==> src/hdl/sorted_min_priority_queue_macros.svh <==
// assertion macros for the sorted minimum priority queue
// used by the top level; expects clk and arst_n in scope
`ifndef SORTED_MIN_PRIORITY_QUEUE_MACROS_SVH
`define SORTED_MIN_PRIORITY_QUEUE_MACROS_SVH

// condition implies consequence in the same cycle
`define SMPQ_ASSERT_NOW(label, cond, cons) \
	label: assert property (@(posedge clk) disable iff (!arst_n) (cond) |-> (cons)) \
		else $error("smpq check failed");

// condition implies consequence in the next cycle
`define SMPQ_ASSERT_NEXT(label, cond, cons) \
	label: assert property (@(posedge clk) disable iff (!arst_n) (cond) |=> (cons)) \
		else $error("smpq check failed");

`endif

==> src/hdl/smpq_pkg.sv <==
// shared types and constants of the sorted minimum priority queue
// no dependencies
package smpq_pkg;

	localparam int DEPTH = 8;
	localparam int VAL_W = 32;
	localparam int CNT_W = $clog2(DEPTH + 1);

	typedef logic signed [VAL_W-1:0] val_t;
	typedef logic [CNT_W-1:0] cnt_t;

	typedef enum logic [1:0] {
		MODE_INSERT = 2'd0,
		MODE_DELETE = 2'd1,
		MODE_PEEK   = 2'd2,
		MODE_LIST   = 2'd3
	} mode_t;

	typedef enum logic [1:0] {
		ST_OK    = 2'd0,
		ST_FULL  = 2'd1,
		ST_EMPTY = 2'd2
	} status_t;

	typedef enum logic [1:0] {
		CELL_HOLD,
		CELL_INSERT,
		CELL_ROTATE
	} cell_op_t;

	// per-cell control from the queue controller
	typedef struct packed {
		cell_op_t op;
		logic     occ;       // cell holds a value
		logic     at_count;  // first free cell
		logic     at_tail;   // last held cell
	} cell_ctl_t;

endpackage

==> src/hdl/smpq_cell.sv <==
// one storage cell of the sorted chain: holds a value and compares it
// with the incoming value; depends on smpq_pkg
module smpq_cell import smpq_pkg::*; (
	input  logic      clk,
	input  cell_ctl_t ctl,
	input  val_t      new_value,
	input  logic      prev_gt,
	input  val_t      prev_value,
	input  val_t      next_value,
	input  val_t      head_value,
	output logic      gt,
	output val_t      value
);

	val_t value_q;

	// equal values stay put so a new value lands after them
	assign gt    = ctl.occ && (value_q > new_value);
	assign value = value_q;

	always_ff @(posedge clk) begin
		case (ctl.op)
			CELL_INSERT: begin
				if (prev_gt) begin
					value_q <= prev_value;
				end else if (gt || ctl.at_count) begin
					value_q <= new_value;
				end
			end
			CELL_ROTATE: begin
				// tail takes the old head, so a full rotation restores the order
				if (ctl.at_tail) begin
					value_q <= head_value;
				end else begin
					value_q <= next_value;
				end
			end
			default: begin
			end
		endcase
	end

endmodule

==> config.mk <==
export PLATFORM = sky130hd
export DESIGN_NAME = smpq_cell
export DESIGN_NICKNAME = d
export VERILOG_FILES = /design/src/hdl/sorted_min_priority_queue_macros.svh /design/src/hdl/smpq_pkg.sv /design/src/hdl/smpq_cell.sv
export SDC_FILE = /design/constraint.sdc
export NUM_CORES = 1
export LEC_CHECK = 0
export BUFFER_PORTS_ARGS = -buffer_cell sky130_fd_sc_hd__buf_2
export CORE_ASPECT_RATIO = 2
export CORE_MARGIN = 5
export CORE_UTILIZATION = 44
export DETAILED_ROUTE_END_ITERATION = 8
export PLACE_DENSITY = 0.81
export SKIP_LAST_GASP = 1
export SLEW_MARGIN = 20
export SYNTH_ARGS = -nofsm -noshare
export SYNTH_HDL_FRONTEND = slang
export SYNTH_SLANG_ARGS = --single-unit
==> constraint.sdc <==
create_clock -name clk -period 4.2 [get_ports clk]
set_clock_uncertainty 0.15 [all_clocks]
set_input_delay 0.42 -clock clk [delete_from_list [all_inputs] [get_ports clk]]
set_output_delay 0.42 -clock clk [all_outputs]
set_load 0.01 [all_outputs]
==> results.cfg, run 1 <==
[cts]
htreeDepth = 2
post-cts-setup-buffers = 0
cts_hold_buf = 0
clockRootBuffer = clkbuf_16
cts_buffer_depth = 2
postCtsResizedCells = 0
clock_latency_ns = 0.28
numCtsBuffers = 5
cts_sinks = 32
cts.clk_slew.worst_paths_ns = 0.05
cts_tree = yes

[sta]
final-setup-viol-count = 0
period_needed_ns = 3.19
grt_setup_unrepaired = false
setup_tns_ns = 0
fmax_mhz = 313
worstMarginPinSlew_ns = 0.952
finalHoldViolCount = 0
max-slew-margin-rel = 0.365
period_share = 0.760
slew_violations = 0

[synthesis]
synth_ff_type = edfxtp_1
yosys_warnings = 0
syn_area_mm2 = 0.00277
syn_inst = 303
synth.avg_cell_area_um2 = 9.13
ys_ff_latch = 32
syn_nets = 470
ys_seq_area_frac = 0.347
synthArstFlopShare = 0
synth.distinct_cells = 31
synth-edff-count = 32

[hold_path]
hold_class = in -> reg
hold_start = prev_value[16]
hold_depth = 3

[critical_path]
path_depth = 8
r2r_start = value[31]
cp_top_family = simple AND/OR/NAND/NOR gates
cp.required_ns = 4.05
endpoint_kind = flip-flop
worstPathArrival_ns = 3.05
crit_start = value[31]
cp_max_fo = 22
crit_chain = ha_1, nand4_2, or4_4, o21a_1, and3_1, a211oi_2, nand2_1, buf_4
rr_worst_depth = 8
start_kind = flip-flop
path_buf_inv = 1
crit_slowest_cell = or4_4
path_class = reg -> reg
max_stage_delay_ns = 0.54

[power]
switchingPower_uw = 319
p_total_uw = 1090
sw_frac_of_total = 0.294
pwr-share-seq = 0.384
p_comb_frac = 0.303
powerDensity_mw_per_mm2 = 285
pwr-share-clk = 0.313
vdd_ir_drop_max_uv = 325
intPower_uw = 767
leakage_uw = 0.00192

[placed_design]
port-buffer-count = 167
hpwl_um = 6370
gp_congestion = 0.746
dpl_cell_area_mm2 = 0.00367

[floorplanning]
die_area_mm2 = 0.00807
pin_count = 168
start_util = 0.446
die_w_um = 66.1
core_area_mm2 = 0.00621
core.rowCount = 41
die_h_um = 122

[detailed_routing]
num_vias = 2825
wire_per_inst_um = 14.3
route.detailed.drc = 0
drt_wl_total_um = 7830
first_pass_iters = 4
viasPerCell = 5.16
drt_iter0_markers = 82
ant_nets = 0

[layout]
diodes = 0
syn2layout_area_growth_pct = 37.6
design_area_mm2 = 0.00381
drive_gt1_frac = 0.396
final_core_util = 0.613
fill_cells = 584
largest_register_ffs = 32
nets = 629

[grt]
track_usage = 0.191
grt_pass1_vias = 2781
antenna_found_initial = 0
grt_max_degree = 66
grt_pass1_wl_um = 12000
grt_overflow = 0

[job]
cap_violations = 0

[status]
status = finished clean
[Yosys cell counts, drive strengths merged (2+ instances only)]
cell type / count / share of area
nand2: 9 / 0.012
o211ai: 2 / 0.0054
nand4: 8 / 0.020
buf: 5 / 0.0068
a211oi: 34 / 0.094
nor2: 34 / 0.046
clkbuf: 13 / 0.018
mux2i: 32 / 0.12
o21a: 2 / 0.0054
edfxtp: 32 / 0.35
ha: 32 / 0.14
or4: 2 / 0.0068
inv: 32 / 0.043
a21oi: 44 / 0.080
a221oi: 2 / 0.0063
nor2b: 3 / 0.0068
nand3: 2 / 0.0036
o21ai: 5 / 0.0090
[cell usage in the layout, fill, tap and decap left out, drive strengths merged, types with 3 or more instances in the layout]
cell type and count:
a211oi 34, a21oi 44, buf 170, clkbuf 6
edfxtp 32, ha 32, inv 32, mux2i 32
nand2 9, nand4 8, nor2 34, nor2b 3
o21ai 5
[kinds of logic after synthesis]
logic type,Yosys count,synth area share
mux,32,0.116
simple gates,64,0.111
compound gates,93,0.213
buf+inv,50,0.0678
fa+ha+maj,32,0.145
flops,32,0.347
[per-stage QoR]
stage | instances | setup slack, ns | hold WS (ns)
4_1_cts | 548 | 0.982 | 0.339
2_1_floorplan | 303 | 0.963 | 0.523
6_report | 548 | 1.01 | 0.342
3_5_place_dp | 541 | 0.855 | 0.626
5_1_grt | 548 | 0.809 | 0.351
3_3_place_gp | 541 | 0.939 | 0.621
[worst paths after layout]
check,slack [ns],endpoint
max,1.01,value[1]
min,0.34,value[16]
max reg2reg,1.01,value[1]
min reg2reg,1.22,value[29]
[layout make-up]
class	instances	area, µm²	area share
Clock buffer	6	129	0.0339
Multi-Input combinational cell	221	1630	0.427
Inverter	32	120	0.0316
Tap cell	86	108	0.0283
Clock inverter	1	5.00	0.00131
Sequential cell	32	961	0.252
Timing Repair Buffer	170	858	0.226
[layer usage]
| metal | vias up | GRT usage | part of all wire |
|---|---|---|---|
| li1 | 1447 | - | - |
| met1 | 1236 | 0.214 | 0.38 |
| met2 | 133 | 0.334 | 0.48 |
| met3 | 9 | 0.0673 | 0.12 |
| met4 | 0 | 0.0573 | 0.013 |
| met5 | - | 0 | 0 |
[worst reg2reg max path: cells and delay by family (launching register included)]
| family | cells | cell delay (ns) |
|---|---|---|
| AO/OA/AOI/OAI | 2 | 0.44 |
| adder cells (fa/ha/maj) | 1 | 0.38 |
| buffers and inverters | 1 | 0.35 |
| flip-flops | 1 | 0.39 |
| AND/OR/NAND/NOR | 4 | 1.19 |
[power groups by stage]
stage / logic, µW / registers (µW) / clock network (µW)
2_1_floorplan: 176 / 438 / 0
3_3_place_gp: 325 / 421 / 0
3_5_place_dp: 333 / 423 / 0
4_1_cts: 334 / 417 / 348
5_1_grt: 370 / 421 / 364
6_report: 329 / 417 / 340
(Power assumes the default switching activity.)
==> inputs of run 2 (changes only) <==
--- a/config.mk
+++ b/config.mk
@@ -5,12 +5,13 @@
 export SDC_FILE = /design/constraint.sdc
 export NUM_CORES = 1
 export LEC_CHECK = 0
+export ABC_AREA = 1
 export BUFFER_PORTS_ARGS = -buffer_cell sky130_fd_sc_hd__buf_2
 export CORE_ASPECT_RATIO = 2
 export CORE_MARGIN = 5
 export CORE_UTILIZATION = 44
 export DETAILED_ROUTE_END_ITERATION = 8
-export PLACE_DENSITY = 0.81
+export PLACE_DENSITY = 0.82
 export SKIP_LAST_GASP = 1
 export SLEW_MARGIN = 20
 export SYNTH_ARGS = -nofsm -noshare
==> constraint.sdc (replaced) <==
create_clock -name clk -period 3.1 [get_ports clk]
set_clock_uncertainty 0.15 [all_clocks]
set_input_delay 0.31 -clock clk [delete_from_list [all_inputs] [get_ports clk]]
set_output_delay 0.31 -clock clk [all_outputs]
set_load 0.01 [all_outputs]
==> run 2 against run 1 <==
Sequential power increased by 32%. Total power increased by 42%. Maximum frequency increased by 26%. Hold slack got worse by 0.13 ns. Critical endpoint is now value[27]. Largest cell class unchanged.
==> results.cfg, run 2 <==
[synthesis]
ys_seq_area_frac = 0.352
synthSimpleGateAreaFrac = 0.181
synth_mux_area_frac = 0
synthArstFlopShare = 0
yosys-top-cells-area = edfxtp_1, ha_1, nor2_1
synth_xor_area_frac = 0
synth.avg_cell_area_um2 = 7.43
synth_ff_type = edfxtp_1
yosys.area.top_type_share = 0.352
synth_top_family_by_area = compound AO/OA/AOI/OAI gates
synth.distinct_cells = 23
syn_nets = 534
yosys_warnings = 0
syn_inst = 367
synth-edff-count = 32
synth_common_cells = nor2_1, o21ai_0, inv_1, nand2_1
yosys.cell_count.top_type = nor2_1
synth_compound_area_frac = 0.232
synth_top_area_cell = edfxtp_1
synthAdderAreaFrac = 0.147
syn_area_mm2 = 0.00273
ys_ff_latch = 32

[placed_design]
hpwl_um = 7550
dpl_cell_area_mm2 = 0.00360
gp_congestion = 0.856
port-buffer-count = 167
dp_cells = 582

[critical_path]
crit_slowest_cell = edfxtp_1
crit_path_frequent_cell = nand2_1
cp_max_fo = 22
worstPathArrival_ns = 2.33
endpoint_kind = flip-flop
start_kind = flip-flop
crit_chain = ha_1, a21oi_1, o21ai_0, nand2_1, nand2_1, a21oi_1, nand2_1, nand2_1, nand3_2, nand2_1, nand2_1, nand2_1, buf_4
max_stage_delay_ns = 0.40
cp.required_ns = 2.91
path_buf_inv = 1
cp_top_family = simple AND/OR/NAND/NOR gates
path_class = reg -> reg

[grt]
antenna_found_initial = 0
grt_pass1_vias = 3425
grt_overflow = 0
grt_pass1_wl_um = 14700
track_usage = 0.240
grt_max_degree = 34

[cts]
numCtsBuffers = 5
clock_latency_ns = 0.28
cts.clk_slew.worst_paths_ns = 0.06
cts_tree = yes
post-cts-setup-buffers = 0
cts_hold_buf = 0
postCtsResizedCells = 0
htreeDepth = 2
cts_buffer_depth = 2
clockRootBuffer = clkbuf_16
cts_sinks = 32

[layout]
drive_gt1_frac = 0.359
multi_input_area_mm2 = 0.00153
syn2layout_area_growth_pct = 38.2
mostFrequentLayoutCells = buf_2, nor2_1, o21ai_0
largest_register_ffs = 32
design_area_mm2 = 0.00377
final_cell_count_no_fill = 590
nets = 693
seqCellArea_um2 = 961
final_common_cell = buf_2
diodes = 0
fill_cells = 538

[sta]
worstMarginPinSlew_ns = 0.970
holdWs_ns = 0.216
slew_violations = 0
final-setup-viol-count = 0
setup_tns_ns = 0
finalHoldViolCount = 0
period_needed_ns = 2.53
fmax_mhz = 396
max-slew-margin-rel = 0.349
period_share = 0.815
grt_setup_unrepaired = false

[floorplanning]
pin_count = 168
die_area_mm2 = 0.00797
core.rowCount = 40
die_w_um = 65.7
core_area_mm2 = 0.00601
start_util = 0.454
die_h_um = 121

[detailed_routing]
routed-wl-met2_um = 5380
wl_met1_um = 3140
route.detailed.drc = 0
num_vias = 3282
first_pass_iters = 4
viasPerCell = 5.56
route.met3.wl_um = 642
highest_layer = met4
ant_nets = 0
wire_per_inst_um = 16.1
drt_iter0_markers = 112
drt_wl_total_um = 9520

[job]
cap_violations = 0

[power]
leakage_uw = 0.00195
vdd_ir_drop_max_uv = 323
powerDensity_mw_per_mm2 = 411
intPower_uw = 1100
switchingPower_uw = 449
sw_frac_of_total = 0.290
pwr-share-clk = 0.364
p_comb_frac = 0.281
pwr-share-seq = 0.356

[hold_path]
hold_class = in -> reg

[status]
status = finished clean
run 2: per-stage QoR:
step	util	setup slack [ns]	total power, µW
6_report	0.628	0.574	1550
4_1_cts	0.628	0.559	1560
3_3_place_gp	0.600	0.631	976
2_1_floorplan	-	0.329	795
3_5_place_dp	0.600	0.545	991
5_1_grt	0.628	0.396	1630
run 2: path summary, 6_finish.rpt:
kind,slack [ns],endpoint,cells after the start,startpoint
max,0.57,value[27],13,value[27]
min,0.22,value[23],3,head_value[23]
max reg2reg,0.57,value[27],13,value[27]
min reg2reg,1.13,value[4],8,value[31]
run 2: layer usage:
metal | track usage | vias to the layer above
li1 | - | 1586
met1 | 0.226 | 1503
met2 | 0.456 | 160
met3 | 0.0491 | 33
met4 | 0.131 | 0
met5 | 0 | -
run 2: power groups by stage:
stage / Clock, µW / Sequential (µW) / Combinational, µW
2_1_floorplan: 0 / 577 / 218
3_3_place_gp: 0 / 557 / 419
3_5_place_dp: 0 / 559 / 432
4_1_cts: 569 / 551 / 436
5_1_grt: 582 / 555 / 489
6_report: 563 / 550 / 434
run 2: logic make-up (layout without fill, tap and decap cells):
kind of cell | Yosys count | in the layout
flops | 32 | 32
compound gates | 116 | 116
buf+inv | 64 | 224
simple gates | 123 | 123
fa+ha+maj | 32 | 32
run 2: cell type report:
| type | instances | area share |
|---|---|---|
| Multi-Input combinational cell | 271 | 0.405 |
| Sequential cell | 32 | 0.255 |
| Inverter | 45 | 0.0448 |
| Clock inverter | 3 | 0.0113 |
| Timing Repair Buffer | 171 | 0.230 |
| Tap cell | 63 | 0.0209 |
| Clock buffer | 5 | 0.0332 |
run 2: tightest hold or removal path, delay by kind of cell:
kind	cells	cell delay, ns
buffers and inverters	1	0.07
AO/OA/AOI/OAI	1	0.10
AND/OR/NAND/NOR	1	0.03
==> inputs of run 3 (changes only) <==
==> constraint.sdc (replaced) <==
create_clock -name clk -period 2.5 [get_ports clk]
set_clock_uncertainty 0.15 [all_clocks]
set_input_delay 0.25 -clock clk [delete_from_list [all_inputs] [get_ports clk]]
set_output_delay 0.25 -clock clk [all_outputs]
set_load 0.01 [all_outputs]
==> run 3 against run 2 <==
Maximum frequency up 7.2%. Combinational power is 36% higher. Clock power is essentially flat. Routed wire length grew 0.32%. Critical endpoint is now value[6].
==> results.cfg, run 3 (synthesis results as in run 2) <==
[critical_path]
cp_max_fo = 8
endpoint_kind = flip-flop
r2r_start = value[15]
cp.required_ns = 2.34
path_class = reg -> reg
start_kind = flip-flop
crit_start = value[15]
worstPathArrival_ns = 2.19

[sta]
period_share = 0.942
period_needed_ns = 2.36
worstMarginPinSlew_ns = 0.566
fmax_mhz = 425
finalHoldViolCount = 0
max-slew-margin-rel = 0.622
final-setup-viol-count = 0
layout_setup_ws_ns = 0.145
slew_violations = 0

[grt]
track_usage = 0.226
grt_pass1_vias = 3369
top_usage_layer = met2
use_met1 = 0.220
grt_max_degree = 34
grt_util_met3 = 0.0436
grt_pass1_wl_um = 14200
antenna_found_initial = 0
grtUsageMet2 = 0.442
grt_overflow = 0

[status]
status = finished clean

[detailed_routing]
viasPerCell = 5.44
num_vias = 3238
wire_per_inst_um = 16.0
route.detailed.drc = 0
drt_iter0_markers = 91
first_pass_iters = 4
drt_wl_total_um = 9550
ant_nets = 0

[power]
p_comb_frac = 0.321
vdd_ir_drop_max_uv = 372
pwr-share-clk = 0.307
powerDensity_mw_per_mm2 = 468
sw_frac_of_total = 0.302
leakage_uw = 0.00199
switchingPower_uw = 556
pwr-share-seq = 0.372
intPower_uw = 1290

[cts]
cts.clk_slew.worst_paths_ns = 0.05
cts_tree = yes
clockRootBuffer = clkbuf_16
htreeDepth = 2
clock_latency_ns = 0.27
numCtsBuffers = 5
cts_buffer_depth = 2
cts_sinks = 32

[floorplanning]
pin_count = 168
die_w_um = 65.7
core.rowCount = 40
die_area_mm2 = 0.00797
core_area_mm2 = 0.00601
start_util = 0.454
die_h_um = 121

[placed_design]
dp_slack_ns = 0.0898
dp_cells = 583
hpwl_um = 7260
port-buffer-count = 167
gp_congestion = 0.798

[layout]
nets = 699
largest_register_ffs = 32
diodes = 0
mostFrequentLayoutCells = buf_2, nor2_1, o21ai_0
final_cell_count_no_fill = 595
syn2layout_area_growth_pct = 44.3
final_common_cell = buf_2
fill_cells = 526
drive_gt1_frac = 0.391

[hold_path]
hold_class = in -> reg
hold_start = head_value[22]

[job]
cap_violations = 0
## run 3: cell count changes in the layout (fill, tap and decap cells not counted), sizes merged
cell,before,now
buf,171,175
bufinv,1,0
clkbuf,5,7
clkinvlp,1,0
inv,44,45
## run 3: per-stage QoR
stage / area, µm² / util / hold WS, ns / power, µW / TNS [ns]
after floorplan: 2730 / - / 0.349 / 985 / 0
after global placement: 3620 / 0.603 / 0.441 / 1210 / 0
after detailed placement: 3620 / 0.603 / 0.444 / 1230 / 0
after CTS: 3760 / 0.625 / 0.167 / 1790 / 0
after global routing: 3940 / 0.655 / 0.185 / 1930 / -0.0630
final: 3940 / 0.655 / 0.169 / 1840 / 0
## run 3: critical path, stage by stage (launching register included)
cell and delay, ns:
edfxtp_1 0.40, ha_1 0.33, a21oi_1 0.15, o21ai_0 0.12
a21oi_2 0.14, nand2_1 0.07, nand2_1 0.07, nand2_1 0.05
nand2_1 0.07, nand3_2 0.07, nand2_1 0.09, nand2_2 0.07
nand2_4 0.12, clkbuf_16 0.18
## run 3: final timing paths
path / endpoint / slack (ns) / depth (start not counted)
hold reg to reg: value[27] / 1.11 / 8
setup / recovery: value[6] / 0.14 / 13
setup reg to reg: value[6] / 0.14 / 13
hold / removal: value[22] / 0.17 / 3
## run 3: routing by layer
layer | routed length (µm) | part of all wire
met1 | 3240 | 0.34
met2 | 5460 | 0.57
met3 | 619 | 0.065
met4 | 230 | 0.024
met5 | 0 | 0
## run 3: power groups by stage
stage                     Clock, µW  Sequential, µW  Combinational (µW)
after detailed placement          0             691                 537
final                           566             685                 592
after CTS                       566             681                 540
after global routing            581             689                 664
after floorplan                   0             715                 270
after global placement            0             688                 524
## run 3: final cells by class
cell class                      count  area [µm²]  area share
Clock buffer                        5         125      0.0318
Clock inverter                      2        7.51     0.00191
Multi-Input combinational cell    271        1630       0.415
Inverter                           45         169      0.0429
Timing Repair Buffer              177         962       0.245
Sequential cell                    32         961       0.244
Tap cell                           63        78.8      0.0200
## run 3: what timing repair did
action	4_1_cts	5_1_grt
resized for setup	0	16
setup buffers	0	2
endpoints found under the hold margin	0	0
endpoints found under the setup margin	0	33
hold buffers	0	0
